**src/design/hrmd_pkg.sv**
```systemverilog
package hrmd_pkg;

  // Field widths
  localparam int unsigned WordW  = 36;
  localparam int unsigned KindW  = 3;
  localparam int unsigned PortW  = 8;
  localparam int unsigned CodeW  = 6;
  localparam int unsigned ValW   = 16;
  localparam int unsigned LinesW = 6;
  localparam int unsigned CountW = 7;
  localparam int unsigned CharW  = 7;

  // Results one ring word can cause, and the count/index widths for them
  localparam int unsigned MaxRes = 4;
  localparam int unsigned ResCntW = 3;
  localparam int unsigned ResIdxW = 2;

  // Line count ceiling
  localparam int unsigned LineMax = 32;

  // Result kinds
  localparam logic [KindW-1:0] KIND_CHAR    = 3'd0;
  localparam logic [KindW-1:0] KIND_CMD     = 3'd1;
  localparam logic [KindW-1:0] KIND_ORANGE  = 3'd2;
  localparam logic [KindW-1:0] KIND_HOST    = 3'd3;
  localparam logic [KindW-1:0] KIND_UNKNOWN = 3'd4;

  // Header type codes
  localparam int unsigned    TYPE_DATA_BIT = 7;
  localparam logic [7:0]     TYPE_FIRST    = 8'o001;
  localparam logic [7:0]     TYPE_YELLOW   = 8'o020;
  localparam logic [7:0]     TYPE_HOSTINFO = 8'o041;

  // Header field positions
  localparam int unsigned TYPE_POS = 28;
  localparam int unsigned PORT_POS = 20;
  localparam int unsigned SUB_POS  = 12;
  localparam int unsigned DAT_POS  = 4;

  typedef struct packed {
    logic [KindW-1:0]  kind;
    logic [PortW-1:0]  port_number;
    logic [CodeW-1:0]  command_code;
    logic [ValW-1:0]   char_or_host;
    logic [LinesW-1:0] line_count;
  } result_t;

  typedef struct packed {
    result_t [MaxRes-1:0] res;
    logic [ResCntW-1:0]   cnt;
  } bundle_t;

  typedef struct packed {
    logic [CountW-1:0] chars_remaining;
    logic [PortW-1:0]  current_port;
    logic [ValW-1:0]   host_number;
    logic [LinesW-1:0] active_lines;
  } state_t;

endpackage

```
**src/design/hrmd_if.sv**
```systemverilog
// Ring word channel
interface hrmd_in_if;
  logic                           valid;
  logic                           ready;
  logic [hrmd_pkg::WordW-1:0]     ring_word;

  modport source (output valid, output ring_word, input ready);
  modport sink   (input valid, input ring_word, output ready);
endinterface

// Result channel
interface hrmd_out_if;
  logic                           valid;
  logic                           ready;
  logic [hrmd_pkg::KindW-1:0]     kind;
  logic [hrmd_pkg::PortW-1:0]     port_number;
  logic [hrmd_pkg::CodeW-1:0]     command_code;
  logic [hrmd_pkg::ValW-1:0]      char_or_host;
  logic [hrmd_pkg::LinesW-1:0]    line_count;
  logic                           last_result;

  modport source (output valid, output kind, output port_number, output command_code,
                  output char_or_host, output line_count, output last_result,
                  input ready);
  modport sink   (input valid, input kind, input port_number, input command_code,
                  input char_or_host, input line_count, input last_result,
                  output ready);
endinterface

```
**src/design/hrmd_decode.sv**
```systemverilog
module hrmd_decode (
  input  logic [hrmd_pkg::WordW-1:0] word_i,
  input  hrmd_pkg::state_t           state_i,
  output hrmd_pkg::bundle_t          bundle_o,
  output hrmd_pkg::state_t           state_o
);

  logic [7:0] f_type;
  logic [7:0] f_port;
  logic [7:0] f_sub;
  logic [7:0] f_dat;
  logic [hrmd_pkg::CountW-1:0] n_chars;

  assign f_type  = word_i[hrmd_pkg::TYPE_POS +: 8];
  assign f_port  = word_i[hrmd_pkg::PORT_POS +: 8];
  assign f_sub   = word_i[hrmd_pkg::SUB_POS +: 8];
  assign f_dat   = word_i[hrmd_pkg::DAT_POS +: 8];
  assign n_chars = f_type[hrmd_pkg::CountW-1:0];

  // Split one word into its results and the state it leaves
  always_comb begin
    bundle_o = '0;
    state_o  = state_i;
    if (state_i.chars_remaining != '0) begin
      // Continuation word: up to four characters, whatever the bits
      for (int i = 0; i < hrmd_pkg::MaxRes; i++) begin
        bundle_o.res[i].kind         = hrmd_pkg::KIND_CHAR;
        bundle_o.res[i].port_number  = state_i.current_port;
        bundle_o.res[i].char_or_host =
          hrmd_pkg::ValW'(word_i[(hrmd_pkg::TYPE_POS - 8 * i) +: hrmd_pkg::CharW]);
      end
      if (state_i.chars_remaining >= hrmd_pkg::CountW'(hrmd_pkg::MaxRes)) begin
        bundle_o.cnt = hrmd_pkg::ResCntW'(hrmd_pkg::MaxRes);
      end else begin
        bundle_o.cnt = state_i.chars_remaining[hrmd_pkg::ResCntW-1:0];
      end
      state_o.chars_remaining =
        state_i.chars_remaining - hrmd_pkg::CountW'(bundle_o.cnt);
    end else if (f_type[hrmd_pkg::TYPE_DATA_BIT]) begin
      // Data header: first two characters ride in subtype and data
      state_o.current_port = f_port;
      bundle_o.res[0].kind         = hrmd_pkg::KIND_CHAR;
      bundle_o.res[0].port_number  = f_port;
      bundle_o.res[0].char_or_host = hrmd_pkg::ValW'(f_sub[hrmd_pkg::CharW-1:0]);
      bundle_o.res[1].kind         = hrmd_pkg::KIND_CHAR;
      bundle_o.res[1].port_number  = f_port;
      bundle_o.res[1].char_or_host = hrmd_pkg::ValW'(f_dat[hrmd_pkg::CharW-1:0]);
      if (n_chars >= hrmd_pkg::CountW'(2)) begin
        bundle_o.cnt            = hrmd_pkg::ResCntW'(2);
        state_o.chars_remaining = n_chars - hrmd_pkg::CountW'(2);
      end else begin
        bundle_o.cnt            = hrmd_pkg::ResCntW'(n_chars[0]);
        state_o.chars_remaining = '0;
      end
    end else if (f_type >= hrmd_pkg::TYPE_FIRST && f_type <= hrmd_pkg::TYPE_HOSTINFO) begin
      // Control message: command result, plus orange or host info
      bundle_o.res[0].kind         = hrmd_pkg::KIND_CMD;
      bundle_o.res[0].port_number  = f_port;
      bundle_o.res[0].command_code = f_type[hrmd_pkg::CodeW-1:0];
      bundle_o.cnt                 = hrmd_pkg::ResCntW'(1);
      if (f_type == hrmd_pkg::TYPE_YELLOW) begin
        bundle_o.res[1].kind        = hrmd_pkg::KIND_ORANGE;
        bundle_o.res[1].port_number = f_port;
        bundle_o.cnt                = hrmd_pkg::ResCntW'(2);
      end
      if (f_type == hrmd_pkg::TYPE_HOSTINFO) begin
        state_o.host_number = {f_sub, f_dat};
        if (f_port > hrmd_pkg::PortW'(hrmd_pkg::LineMax)) begin
          state_o.active_lines = hrmd_pkg::LinesW'(hrmd_pkg::LineMax);
        end else begin
          state_o.active_lines = f_port[hrmd_pkg::LinesW-1:0];
        end
        bundle_o.res[1].kind         = hrmd_pkg::KIND_HOST;
        bundle_o.res[1].char_or_host = state_o.host_number;
        bundle_o.res[1].line_count   = state_o.active_lines;
        bundle_o.cnt                 = hrmd_pkg::ResCntW'(2);
      end
    end else begin
      // Unknown type: consume with an error result
      bundle_o.res[0].kind        = hrmd_pkg::KIND_UNKNOWN;
      bundle_o.res[0].port_number = f_port;
      bundle_o.cnt                = hrmd_pkg::ResCntW'(1);
    end
  end

endmodule

```
**src/design/host_ring_message_deframer_core.sv**
```systemverilog
// Host ring message deframer. Ring words enter on in_i and are split into result
// items on out_o, one result item per cycle while out_o is ready. A word is held
// in an input register, decoded combinationally into all of its results (up to
// four), and the results then leave from a result register one per cycle while
// out_o is ready. A command or a short header gives one result, yellow,
// host-info and data headers two, and a continuation word up to four. The
// result register's single output port is why a word's results leave one at
// a time. A data header with a character count of zero gives no result. While
// results wait on out_o the next word is still taken into the input register.
module host_ring_message_deframer_core (
  input  logic       clk_i,
  input  logic       rst_ni,
  hrmd_in_if.sink    in_i,
  hrmd_out_if.source out_o
);

  logic                              in_valid_q;
  logic [hrmd_pkg::WordW-1:0]        in_word_q;
  logic                              bun_valid_q;
  hrmd_pkg::bundle_t                 bun_q;
  logic [hrmd_pkg::ResIdxW-1:0]      idx_q;
  hrmd_pkg::state_t                  st_q;
  hrmd_pkg::state_t                  st_d;
  hrmd_pkg::bundle_t                 dec_bundle;
  hrmd_pkg::result_t                 cur_res;

  logic out_fire;
  logic bun_last;
  logic bun_free;
  logic advance;

  hrmd_decode u_decode (
    .word_i   (in_word_q),
    .state_i  (st_q),
    .bundle_o (dec_bundle),
    .state_o  (st_d)
  );

  // Handshake control
  assign out_fire   = out_o.valid & out_o.ready;
  assign bun_last   = ({1'b0, idx_q} == (bun_q.cnt - hrmd_pkg::ResCntW'(1)));
  assign bun_free   = !bun_valid_q || (out_fire && bun_last);
  assign advance    = in_valid_q && bun_free;
  assign in_i.ready = !in_valid_q || advance;

  // Input register
  always_ff @(posedge clk_i or negedge rst_ni) begin
    if (!rst_ni) begin
      in_valid_q <= 1'b0;
    end else if (in_i.ready) begin
      in_valid_q <= in_i.valid;
    end
  end

  always_ff @(posedge clk_i) begin
    if (in_i.ready && in_i.valid) begin
      in_word_q <= in_i.ring_word;
    end
  end

  // Message state: advance when a word is decoded
  always_ff @(posedge clk_i or negedge rst_ni) begin
    if (!rst_ni) begin
      st_q.chars_remaining <= '0;
      st_q.current_port    <= '0;
      st_q.host_number     <= '0;
      st_q.active_lines    <= hrmd_pkg::LinesW'(hrmd_pkg::LineMax);
    end else if (advance) begin
      st_q <= st_d;
    end
  end

  // Result register: load a decoded word, step through its results
  always_ff @(posedge clk_i or negedge rst_ni) begin
    if (!rst_ni) begin
      bun_valid_q <= 1'b0;
      idx_q       <= '0;
    end else if (advance) begin
      bun_valid_q <= (dec_bundle.cnt != '0);
      idx_q       <= '0;
    end else if (out_fire) begin
      if (bun_last) begin
        bun_valid_q <= 1'b0;
      end
      idx_q <= idx_q + hrmd_pkg::ResIdxW'(1);
    end
  end

  always_ff @(posedge clk_i) begin
    if (advance) begin
      bun_q <= dec_bundle;
    end
  end

  // Drive the result channel
  assign cur_res            = bun_q.res[idx_q];
  assign out_o.valid        = bun_valid_q;
  assign out_o.kind         = cur_res.kind;
  assign out_o.port_number  = cur_res.port_number;
  assign out_o.command_code = cur_res.command_code;
  assign out_o.char_or_host = cur_res.char_or_host;
  assign out_o.line_count   = cur_res.line_count;
  assign out_o.last_result  = bun_last;

endmodule

```
**src/flat_wrapper.sv**
```systemverilog
// flat-port wrapper written by rule: the top's interface ports become plain ports
module host_ring_message_deframer_core_flat 
  (clk_i, rst_ni, in_i_valid, in_i_ring_word, in_i_ready, out_o_valid, out_o_kind, out_o_port_number, out_o_command_code, out_o_char_or_host, out_o_line_count, out_o_last_result, out_o_ready);
  hrmd_in_if in_i_i ();
  hrmd_out_if out_o_i ();
  input  logic clk_i;
  input  logic rst_ni;
  input wire logic [$bits(in_i_i.valid)-1:0] in_i_valid;
  input wire logic [$bits(in_i_i.ring_word)-1:0] in_i_ring_word;
  output wire logic [$bits(in_i_i.ready)-1:0] in_i_ready;
  output wire logic [$bits(out_o_i.valid)-1:0] out_o_valid;
  output wire logic [$bits(out_o_i.kind)-1:0] out_o_kind;
  output wire logic [$bits(out_o_i.port_number)-1:0] out_o_port_number;
  output wire logic [$bits(out_o_i.command_code)-1:0] out_o_command_code;
  output wire logic [$bits(out_o_i.char_or_host)-1:0] out_o_char_or_host;
  output wire logic [$bits(out_o_i.line_count)-1:0] out_o_line_count;
  output wire logic [$bits(out_o_i.last_result)-1:0] out_o_last_result;
  input wire logic [$bits(out_o_i.ready)-1:0] out_o_ready;
  assign in_i_i.valid = in_i_valid;
  assign in_i_i.ring_word = in_i_ring_word;
  assign in_i_ready = in_i_i.ready;
  assign out_o_valid = out_o_i.valid;
  assign out_o_kind = out_o_i.kind;
  assign out_o_port_number = out_o_i.port_number;
  assign out_o_command_code = out_o_i.command_code;
  assign out_o_char_or_host = out_o_i.char_or_host;
  assign out_o_line_count = out_o_i.line_count;
  assign out_o_last_result = out_o_i.last_result;
  assign out_o_i.ready = out_o_ready;
  host_ring_message_deframer_core u_core (.clk_i(clk_i), .rst_ni(rst_ni), .in_i(in_i_i), .out_o(out_o_i));
endmodule
```
**config.mk**
```make
export PLATFORM = sky130hd
export DESIGN_NAME = host_ring_message_deframer_core_flat
export DESIGN_NICKNAME = d
export VERILOG_FILES = /design/src/design/hrmd_pkg.sv /design/src/design/hrmd_if.sv /design/src/design/hrmd_decode.sv /design/src/design/host_ring_message_deframer_core.sv /design/src/flat_wrapper.sv
export SDC_FILE = /design/constraint.sdc
export NUM_CORES = 1
export LEC_CHECK = 0
export ABC_AREA = 1
export ABC_CLOCK_PERIOD_IN_PS = 3500
export BUFFER_PORTS_ARGS = -buffer_cell sky130_fd_sc_hd__buf_4
export CORE_MARGIN = 4
export CORE_UTILIZATION = 57
export DETAILED_ROUTE_END_ITERATION = 7
export PLACE_DENSITY = 0.8
export SYNTH_ARGS = -nofsm -noshare
export SYNTH_HDL_FRONTEND = slang
export SYNTH_SLANG_ARGS = --single-unit
```
**constraint.sdc**
```tcl
create_clock -name clk_i -period 3.5 [get_ports clk_i]
set_clock_uncertainty 0.15 [all_clocks]
set_input_delay 0.35 -clock clk_i [delete_from_list [all_inputs] [get_ports clk_i]]
set_output_delay 0.35 -clock clk_i [all_outputs]
set_load 0.02 [all_outputs]
```
==> summary.md, run 1 <==
| Metric | Value |
|---|---|
| Status | complete, no violations |
| Hold Startpoint | out_o_ready |
| Final period utilization | 0.824 |
| P_int | 4.32 mW |
| Drt drc | 0 |
| Pwr dens | 921 nW/um^2 |
| R2R Path Start | u_core.idx_q[0] |
| Vias per cell | 5.29 |
| Die Ht | 110 um |
| Setup crit start kind | register |
| Max-cap violation count | 0 |
| WHS Endpoint | u_core.idx_q[0] |
| R2r setup slk | 0.92 ns |
| Sequential cell fraction of total power | 0.375 |
| Final Wtd Congestion | 0.910 |
| Largest stage delay on the critical path | 0.84 ns |
| Mean Syn Cell Area | 10.4 um^2 |
| Hold Path Depth | 3 |
| Via count | 4441 |
| Crit path max-delay cell type | dfrtp_1 |
| Fin worst setup slack | 0.617 ns |
| Initial cell density of the core | 0.581 |
| Synth Warn # | 0 |
| Grt total ovfl | 0 |
| Post-synth top area cell | edfxtp_1 |
| Antenna diodes | 0 |
| CTS sink cnt | 131 |
| Pre-CTS WS | 0.901 ns |
| Netlist cell types | 34 |
| Leak pwr | 3.25 nW |
| Endpoints failing setup | 0 |
| Final Instance Area | 7580 um^2 |
| R2R depth | 11 |
| Placed instance area | 6670 um^2 |
| Initial antenna violation count | 0 |
| DP Cell Count | 773 |
| CTS tree | done |
| Gate Count Post-Synth | 576 |
| First-pass GRT wire length | 21500 um |
| Reg-to-Reg End | u_core.st_q[33] |
| Chip width | 110 um |
| F_max | 347 MHz |
| Worst min path class | in2reg |
| Post-Route WL | 13400 um |
| Comb pwr share | 0.384 |
| Postcts setup bufs | 0 |
| Largest cells by area after synthesis | edfxtp_1 56%, dfrtp_1 8.0%, nand2_1 7.5%, nor2_1 5.5%, inv_1 3.8% |
| Critical Setup Path Class | reg2out |
| Avg WL per Cell | 16.0 um |
| Clk pin slew, worst setup/hold paths | 0.06 ns |
| Top Ports | 82 |
| Fin cells | 839 |
| Crit path top cell by count | buf_4 |
| Final Hold Viols | 0 |
| Tot GR Track Use | 0.237 |
| Clk network pwr share | 0.241 |
| Post-synthesis sequential area ratio | 0.643 |
| Rows | 37 |
| Port buffer count | 77 |
| Worst VDD drop | 0.000469 V |
| Worst hold slack | 0.0524 ns |
| TNS Setup | 0 ns |
| Largest net degree at the start of global routing | 52 |
| Hpwl dp | 8310 um |
| Rel. slew slack | 0.422 |
| Tmin final | 2.88 ns |
| Unrepaired setup endpoints after global routing | false |
| Sw Pwr | 2.67 mW |
| Die area | 12200 um^2 |
| Worst-Skew Late Latency | 0.52 ns |
| Crit Path Max Fanout | 22 |
| Initial DRC Count | 337 |
| H-tree depth | 4 |
| CTS Root Cell | clkbuf_8 |
| CP cell instances | buf_4, o21ai_0, o22ai_1, buf_4 |
| Post-synthesis register bit count | 131 |
| Nets | 734 |
| CTS Buffer Depth | 2 |
| Worst-Margin Slew | 0.864 ns |
| Worst Setup End Kind | output port |
| CP arrival | 2.38 ns |
| Area delta synth->final | 27.1% |
| Core Area | 10300 um^2 |
| Drt pass-1 iters | 5 |
| Vias in the first global route | 4395 |
| Slew Limit Fails | 0 |
| Mapped Nets | 620 |
| CTS Buf Count | 17 |
| Netlist Area Pre-Place | 5970 um^2 |
| Switching portion of total power | 0.382 |
| Top-area cell type share of the netlist area | 0.564 |
| Fraction of layout cells with a size suffix above 1 | 0.206 |
| Remaining antenna violation count after routing | 0 |
| CP required | 3.00 ns |
cells in the final DEF (no fill, tap or decap), drive strengths merged, types with 2 or more instances in the layout:
cell	synthesis	layout
o21ai	31	31
nand4	6	6
clkinvlp	0	3
nor3	5	5
clkbuf	10	22
edfxtp	112	112
nand3	39	39
buf	12	83
inv	66	68
ha	4	4
mux2i	7	7
o22ai	22	22
xor2	7	7
dfrtp	19	19
a21boi	8	8
dlygate4sd3	0	34
nand2	124	124
a21oi	2	2
nor2	95	95
conb	2	2
clkinv	0	4
metal layers:
layer | share of wire | global-route usage | up-vias
met5 | 0 | 0 | -
met4 | 0.022 | 0.0959 | 0
met3 | 0.061 | 0.0612 | 27
met2 | 0.51 | 0.392 | 172
met1 | 0.40 | 0.301 | 2081
li1 | - | - | 2161
area by class of cell:
class                      instances  area [um^2]
timing repair buffer             117          976
fill                             669         2690
sequential                       131         3840
inverter                          66          248
clock buffer                      22          483
multi-input combinational        357         1770
tap                              136          170
clock inverter                    10         96.3
cells in the mapped netlist:
| cell | instances |
|---|---|
| nor2_4 | 2 |
| nand3_4 | 1 |
| inv_1 | 61 |
| o21ai_0 | 14 |
| buf_1 | 1 |
| o21ai_1 | 5 |
| clkbuf_1 | 10 |
| a31oi_1 | 1 |
| nand2_2 | 4 |
| xor2_1 | 7 |
| o21bai_1 | 1 |
| o21ai_2 | 12 |
| dfrtp_1 | 19 |
| conb_1 | 2 |
| nand4_1 | 6 |
| a21oi_1 | 2 |
| buf_4 | 2 |
| ha_1 | 4 |
| xnor2_1 | 1 |
| nand3_2 | 1 |
| buf_2 | 8 |
| mux2i_1 | 7 |
| inv_2 | 5 |
| nand3_1 | 37 |
| edfxtp_1 | 112 |
| buf_6 | 1 |
| nor3_1 | 5 |
| mux2_2 | 1 |
| o22ai_1 | 22 |
| nand2_1 | 120 |
| nor2_2 | 5 |
| nand3b_1 | 1 |
| nor2_1 | 88 |
| a21boi_0 | 8 |
cell families after synthesis:
logic type	share of synthesized area
and+or+nand+nor	0.191
DFF	0.643
buffers and inverters	0.0596
AOI/OAI and AO/OA	0.0707
xor gates and xnor gates	0.0117
muxes	0.0136
adders and majority gates	0.00839
other	0.00126
flip-flops by register name, indices dropped and copies added (netlist names):
register / count
u_core.bun_q: 80
u_core.in_word_q: 32
u_core.st_q: 15
u_core.idx_q: 2
u_core.in_valid_q: 1
u_core.out_o.valid: 1
critical path, delay by kind of cell, from the launching register on:
kind	cells	cell delay, ns
flops	1	0.84
compound gates	2	0.42
buf+inv	2	0.61
worst max path at each step:
stage               startpoint               endpoint  slack [ns]
3_3_place_gp   u_core.idx_q[0]        u_core.st_q[36]        0.95
3_5_place_dp   u_core.idx_q[0]        u_core.st_q[33]        0.90
5_1_grt        u_core.idx_q[0]  out_o_char_or_host[0]        0.48
6_report       u_core.idx_q[0]  out_o_char_or_host[2]        0.62
2_1_floorplan  u_core.bun_q[0]        u_core.st_q[30]        0.57
4_1_cts        u_core.idx_q[0]  out_o_char_or_host[6]        0.58
power by group through the flow:
stage | logic (mW) | registers [mW] | clock network, mW
after floorplan | 1.83 | 2.55 | 0
after CTS | 2.68 | 2.61 | 1.71
after global placement | 2.56 | 2.62 | 0
after global routing | 2.96 | 2.66 | 1.79
final | 2.68 | 2.62 | 1.68
after detailed placement | 2.63 | 2.63 | 0
metrics by stage:
step / utilization / power (mW)
floorplan: - / 4.37
global placement: 0.649 / 5.18
detailed placement: 0.649 / 5.26
CTS: 0.738 / 7.00
global route: 0.738 / 7.41
finish: 0.738 / 6.99
repair_timing:
item | CTS | global route
setup endpoints to repair | 0 | 0
hold buffers | 34 | 0
gates resized for setup | 0 | 0
hold endpoints to repair | 52 | 0
No activity file was read; power rests on OpenSTA's default activity.
==> run 2: changes to the inputs <==
- ABC_CLOCK_PERIOD_IN_PS: 3500 -> 2700
- clock period: 3.5 -> 2.7 ns (I/O delays scaled with it)
==> run 2 against run 1 <==
Total power rose by 31%. Core utilization rose by 0.60 points. Sequential power rose by 27%. Register-to-register slack got worse by 0.65 ns. Largest cell class unchanged. Global-route usage rose by 0.53 points. Setup slack got worse by 0.46 ns. Via count rose by 1.6%. Clock power rose by 32%. Final cell count rose by 0.48%. Non-clock buffer count rose by 4. Die area did not move.
==> summary.md, run 2 (synthesized netlist as in run 1, its figures left out) <==
| Metric | Value |
|---|---|
| Core Area | 10300 um^2 (unchanged) |
| Chip width | 110 um (unchanged) |
| Power Total | 9.18 mW (+31%) |
| P_int | 5.64 mW (+31%) |
| Slew Limit Fails | 0 (unchanged) |
| Nets | 738 (+0.54%) |
| Worst-Margin Slew | 0.849 ns (-0.0150 ns) |
| Initial cell density of the core | 0.581 (unchanged) |
| Rows | 37 (unchanged) |
| Worst VDD drop | 0.000692 V (+48%) |
| Comb pwr share | 0.395 (+0.011) |
| Max reg flops | 80 (unchanged) |
| Sequential cell fraction of total power | 0.364 (-0.011) |
| F_max | 393 MHz |
| Setup crit start kind | register |
| Vias per cell | 5.35 (+1.1%) |
| Pre-CTS WS | 0.335 ns (-0.566 ns) |
| Worst hold slack | 0.0281 ns (-0.0243 ns) |
| TNS Setup | 0 ns (unchanged) |
| Unrepaired setup endpoints after global routing | false |
| Top Registers | u_core.bun_q x80, u_core.in_word_q x32, u_core.st_q x15 |
| Crit Path Max Fanout | 48 (+120%) |
| Hpwl dp | 8720 um (+5.0%) |
| Die area | 12200 um^2 (unchanged) |
| CTS Root Cell | clkbuf_8 |
| Port buffer count | 77 (unchanged) |
| CTS Buffer Depth | 2 (unchanged) |
| Final Wtd Congestion | 0.875 (-3.9%) |
| Status | complete, no violations |
| Fin cells | 843 (+0.48%) |
| Leak pwr | 3.26 nW (+0.49%) |
| Fraction of layout cells with a size suffix above 1 | 0.208 (+0.00166) |
| Worst-Skew Late Latency | 0.52 ns (about the same) |
| Clk pin slew, worst setup/hold paths | 0.06 ns (about the same) |
| Via count | 4512 (+1.6%) |
| Area delta synth->final | 28.1% |
| Die Ht | 110 um (unchanged) |
| Final period utilization | 0.943 |
| Final Hold Viols | 0 (unchanged) |
| Largest net degree at the start of global routing | 49 (-5.8%) |
| Tot GR Track Use | 0.243 (+0.00527) |
| Vias in the first global route | 4524 (+2.9%) |
| Endpoints failing setup | 0 (unchanged) |
| CTS tree | done |
| Commonest non-fill, non-tap cell in the layout | nand2_1 |
| Tmin final | 2.55 ns |
| Initial antenna violation count | 0 (unchanged) |
| CP arrival | 2.13 ns (-0.25 ns) |
| Switching portion of total power | 0.386 (+0.00346) |
| Commonest non-fill, non-tap cells in the layout | 120 x nand2_1, 112 x edfxtp_1, 88 x nor2_1 |
| H-tree depth | 4 (unchanged) |
| DP Cell Count | 775 (+0.26%) |
| Antenna diodes | 0 (unchanged) |
| Max-cap violation count | 0 (unchanged) |
| Worst Setup End Kind | output port |
| Sw Pwr | 3.54 mW (+33%) |
| Pwr dens | 1200 nW/um^2 (+30%) |
| CTS Buf Count | 17 (unchanged) |
| CTS sink cnt | 131 (unchanged) |
| Critical Setup Path Class | reg2out |
| Clk network pwr share | 0.241 (about the same) |
| Fin worst setup slack | 0.154 ns (-0.463 ns) |
| Initial DRC Count | 376 (+12%) |
| First-pass GRT wire length | 22100 um (+2.6%) |
| Worst min path class | in2async |
| Avg WL per Cell | 16.2 um (+1.4%) |
| Grt total ovfl | 0 (unchanged) |
| Post-Route WL | 13700 um (+1.9%) |
| Top Ports | 82 (unchanged) |
| CP required | 2.28 ns (-0.72 ns) |
| Drt pass-1 iters | 6 (+1) |
| Rel. slew slack | 0.431 (+0.00873) |
| Top reg by flops | u_core.bun_q |
| Remaining antenna violation count after routing | 0 (unchanged) |
| Drt drc | 0 (unchanged) |
## run 2: cell count changes in the layout (fill, tap and decap cells not counted), moves of 2 or more
| cell | previous run | this run |
|---|---|---|
| dlygate4sd3_1 | 34 | 36 |
| buf_12 | 1 | 3 |
| clkbuf_8 | 6 | 1 |
| inv_4 | 0 | 2 |
| clkinv_4 | 2 | 4 |
| inv_2 | 5 | 3 |
## run 2: timing repair
item / CTS / global route
hold buffers: 36 / 0
endpoints found under the hold margin: 54 / 0
resized for setup: 0 / 2
endpoints found under the setup margin: 0 / 4
buffers inserted: 0 / 0
## run 2: stage by stage
step	area, um^2	utilization
finish	7650	0.744
detailed placement	6710	0.653
global route	7650	0.744
global placement	6710	0.653
floorplan	5970	-
CTS	7640	0.744
## run 2: path summary, 6_finish.rpt
path                                         from                   end  slack [ns]  cells past startpoint
worst max-delay path              u_core.idx_q[1]  out_o_port_number[2]        0.15                      5
worst min-delay path                       rst_ni       u_core.st_q[30]        0.03                      2
worst max register to register    u_core.bun_q[0]     u_core.bun_q[110]        0.27                     10
worst min register to register    u_core.st_q[29]       u_core.st_q[29]        0.33                      2
max in group asynchronous                  rst_ni       u_core.st_q[26]        2.15                      2
min in group clk_i              in_i_ring_word[7]   u_core.in_word_q[7]        0.31                      2
## run 2: final cells by class
| class | count | area, um^2 |
|---|---|---|
| Tap cell | 136 | 170 |
| Clock buffer | 18 | 418 |
| Multi-Input combinational cell | 357 | 1770 |
| Fill cell | 665 | 2630 |
| Inverter | 66 | 256 |
| Clock inverter | 14 | 154 |
| Sequential cell | 131 | 3840 |
| Timing Repair Buffer | 121 | 1040 |
## run 2: routing by layer
layer / global-route usage / vias to the layer above / routed length, um
met2: 0.408 / 173 / 6960
li1: - / 2176 / -
met4: 0.106 / 0 / 361
met5: 0 / - / 0
met1: 0.302 / 2129 / 5500
met3: 0.0559 / 34 / 863
## run 2: power groups by stage
stage                     combinational, mW  clock, mW  sequential [mW]
after floorplan                        2.38          0             3.29
after global placement                 3.43          0             3.34
after detailed placement               3.54          0             3.36
after CTS                              3.63       2.23             3.34
after global routing                   4.00       2.33             3.40
final                                  3.63       2.21             3.34
## run 2: worst max-delay path, stage by stage, from the launching register on
cell	delay [ns]
dfrtp_1	0.37
buf_4	0.45
inv_1	0.36
nand3_1	0.16
nand3_1	0.09
buf_4	0.16
==> run 3: changes to the inputs <==
- ABC_AREA: 1 -> not set
==> run 3 against run 2 <==
Area after synthesis fell by 3.6%. Design area fell by 2.0%. Core utilization rose by 1.9 points. Die area fell by 3.3%. Final cell count fell by 17%.
==> summary.md, run 3 <==
| Metric | Value |
|---|---|
| Status | complete, no violations |
| Core Area | 9820 um^2 (-4.5%) |
| Worst min path class | in2reg |
| Most frequent cells after synthesis | 112 x edfxtp_1, 56 x and2_1, 33 x nand2_1 |
| Pwr dens | 1210 nW/um^2 (+0.92%) |
| Die area | 11800 um^2 (-3.3%) |
| Gate Count Post-Synth | 425 (-26%) |
| Worst setup startpoint | u_core.bun_q[0] |
| Endpoints failing setup | 0 (unchanged) |
| Worst-Skew Late Latency | 0.52 ns (about the same) |
| Commonest non-fill, non-tap cell in the layout | edfxtp_1 |
| Crit Path Max Fanout | 3 (-94%) |
| Top Ports | 82 (unchanged) |
| Top-area cell type share of the netlist area | 0.584 (+0.0208) |
| Antenna diodes | 0 (unchanged) |
| TNS Setup | 0 ns (unchanged) |
| Fin worst setup slack | 0.155 ns (+0.000936 ns) |
| Synth Warn # | 0 (unchanged) |
| Multi-input gate area | 1780 um^2 (+0.56%) |
| Setup crit start kind | register |
| Netlist Area Pre-Place | 5750 um^2 (-3.6%) |
| Netlist cell types | 53 (+56%) |
| Grt total ovfl | 0 (unchanged) |
| Mapped Nets | 469 (-24%) |
| R2R Path Start | u_core.st_q[33] |
| Top-count cell post-synth | edfxtp_1 |
| Tmin final | 2.55 ns (-0.000936 ns) |
| Initial cell density of the core | 0.586 (+0.00542) |
| CTS Buf Count | 17 (unchanged) |
| Area delta synth->final | 30.2% |
| Tot GR Track Use | 0.238 (-0.00447) |
| Leak pwr | 3.05 nW (-6.5%) |
| Unrepaired setup endpoints after global routing | false |
| Chip width | 108 um (-1.7%) |
| CP arrival | 2.13 ns (about the same) |
| CP required | 2.28 ns (about the same) |
| Initial antenna violation count | 0 (unchanged) |
| Largest cells by area after synthesis | edfxtp_1 58%, dfrtp_1 8.3%, and2_1 6.1%, mux4_2 2.7%, o21ai_0 2.4% |
| Fill count | 613 (-7.8%) |
| Count of flip-flops with a built-in enable after synthesis | 112 (unchanged) |
| Port buffer count | 77 (unchanged) |
| Critical Setup Path Class | reg2out |
| DP Cell Count | 631 (-19%) |
| Post-synth top area cell | edfxtp_1 |
| H-tree depth | 4 (unchanged) |
| Max reg flops | 80 (unchanged) |
| Register Area | 3840 um^2 (unchanged) |
| Worst Setup End Kind | output port |
| Pre-CTS WS | 0.201 ns (-0.134 ns) |
| Rel. slew slack | 0.401 (-0.0303) |
| Largest net degree at the start of global routing | 45 (-8.2%) |
| Rows | 36 (-2.7%) |
| Post-Route WL | 12900 um (-5.5%) |
| CTS Buffer Depth | 2 (unchanged) |
| Synth Flop Type | edfxtp_1 |
| Top Registers | u_core.bun_q x80, u_core.in_word_q x32, u_core.st_q x15 |
| Final Hold Viols | 0 (unchanged) |
| Avg WL per Cell | 18.5 um (+14%) |
| Slew Limit Fails | 0 (unchanged) |
| Hpwl dp | 8280 um (-5.1%) |
| Final Wtd Congestion | 0.822 (-6.0%) |
| Nets | 597 (-19%) |
| Post-synthesis register bit count | 131 (unchanged) |
| Post-CTS sizing | 0 (unchanged) |
| Vias in the first global route | 3932 (-13%) |
| First-pass GRT wire length | 20300 um (-7.9%) |
| Post-synthesis sequential area ratio | 0.667 (+0.0238) |
| Final period utilization | 0.943 (about the same) |
| Die Ht | 108 um (-1.7%) |
| Max-cap violation count | 0 (unchanged) |
| Commonest non-fill, non-tap cells in the layout | 112 x edfxtp_1, 91 x buf_4, 55 x and2_1 |
| CTS sink cnt | 131 (unchanged) |
| Top reg by flops | u_core.bun_q |
| Asr flop ratio synth | 0.145 (unchanged) |
| Remaining antenna violation count after routing | 0 (unchanged) |
| F_max | 393 MHz (about the same) |
| Placed instance area | 6550 um^2 (-2.4%) |
| Drt drc | 0 (unchanged) |
| Drt pass-1 iters | 7 (+1) |
| Mean Syn Cell Area | 13.5 um^2 (+31%) |
| Worst VDD drop | 0.000917 V (+33%) |
| CTS tree | done |
| Vias per cell | 5.52 (+3.2%) |
| Initial DRC Count | 336 (-11%) |
| Fraction of layout cells with a size suffix above 1 | 0.263 (+0.0553) |
| Fin cells | 699 (-17%) |
| Finished Core Util | 0.763 (+0.0190) |
| Final Instance Area | 7490 um^2 (-2.0%) |
| Clk pin slew, worst setup/hold paths | 0.05 ns (about the same) |
| Via count | 3860 (-14%) |
| Hold Startpoint | in_i_ring_word[20] |
| CTS Root Cell | clkbuf_8 |
| Worst-Margin Slew | 0.896 ns (+0.0465 ns) |
run 3: cell types whose count changed in the layout (fill, tap and decap cells not counted), sizes merged, moves of 5 or more:
| cell | before | now |
|---|---|---|
| a21o | 0 | 16 |
| nand2 | 124 | 33 |
| buf | 85 | 92 |
| a21boi | 8 | 0 |
| nand4 | 6 | 1 |
| inv | 69 | 13 |
| mux2 | 1 | 8 |
| and3 | 0 | 6 |
| nor2 | 95 | 17 |
| and2 | 0 | 56 |
| o22ai | 22 | 0 |
| nand3 | 39 | 14 |
| mux4 | 0 | 7 |
run 3: layout make-up:
type / instances / area share
flip-flops and latches: 131 / 0.512
multi-input cells: 261 / 0.238
repair buffers: 128 / 0.142
clock buffers: 22 / 0.0605
well taps: 133 / 0.0222
clock inverters: 10 / 0.0175
inverters: 14 / 0.00752
run 3: where the power goes:
group | switching, mW | internal (mW) | leakage (nW) | total, mW
sequential | 0.366 | 3.11 | 1.27 | 3.47
clock | 0.786 | 1.45 | 0.278 | 2.23
combinational | 1.97 | 1.41 | 1.50 | 3.38
run 3: critical path, cell delays in order, from the launching register on:
cell and delay, ns:
edfxtp_1 0.37, inv_1 0.07, ha_1 0.33, xnor2_2 0.15, o41ai_2 0.33, or2_2 0.22
buf_4 0.14
run 3: final timing paths:
check                                       end  slack (ns)  depth (start not counted)
max                                  in_i_ready        0.15                          6
min                        u_core.in_word_q[20]        0.31                          2
max reg2reg                     u_core.st_q[26]        0.18                          4
min reg2reg                     u_core.st_q[25]        0.35                          1
max in group asynchronous    u_core.out_o.valid        1.03                          3
min in group asynchronous       u_core.st_q[26]        0.82                          3
run 3: routing by layer:
layer	up-vias	global-route usage	wire [um]	share of wire
met1	1890	0.284	5010	0.39
li1	1818	-	-	-
met3	17	0.0657	701	0.054
met5	-	0	0	0
met4	0	0.0866	188	0.015
met2	135	0.414	7040	0.54
run 3: kinds of logic after synthesis:
group / share of synthesized area
compound gates: 0.0809
xor+xnor: 0.0107
fa+ha+maj: 0.00870
buf+inv: 0.0270
flops: 0.667
mux: 0.0587
other cells: 0.00131
simple gates: 0.146
run 3: what timing repair did:
item,in CTS,in global routing
hold endpoints to repair,55,0
setup endpoints to repair,0,0
hold buffers,36,0
setup buffers,0,0
run 3: through the flow:
| stage | power, mW | hold WS, ns |
|---|---|---|
| after floorplan | 5.63 | -0.176 |
| after global placement | 6.69 | 0.0104 |
| after detailed placement | 6.81 | 0.00961 |
| after CTS | 9.12 | 0.288 |
| after global routing | 9.57 | 0.292 |
| final | 9.08 | 0.314 |
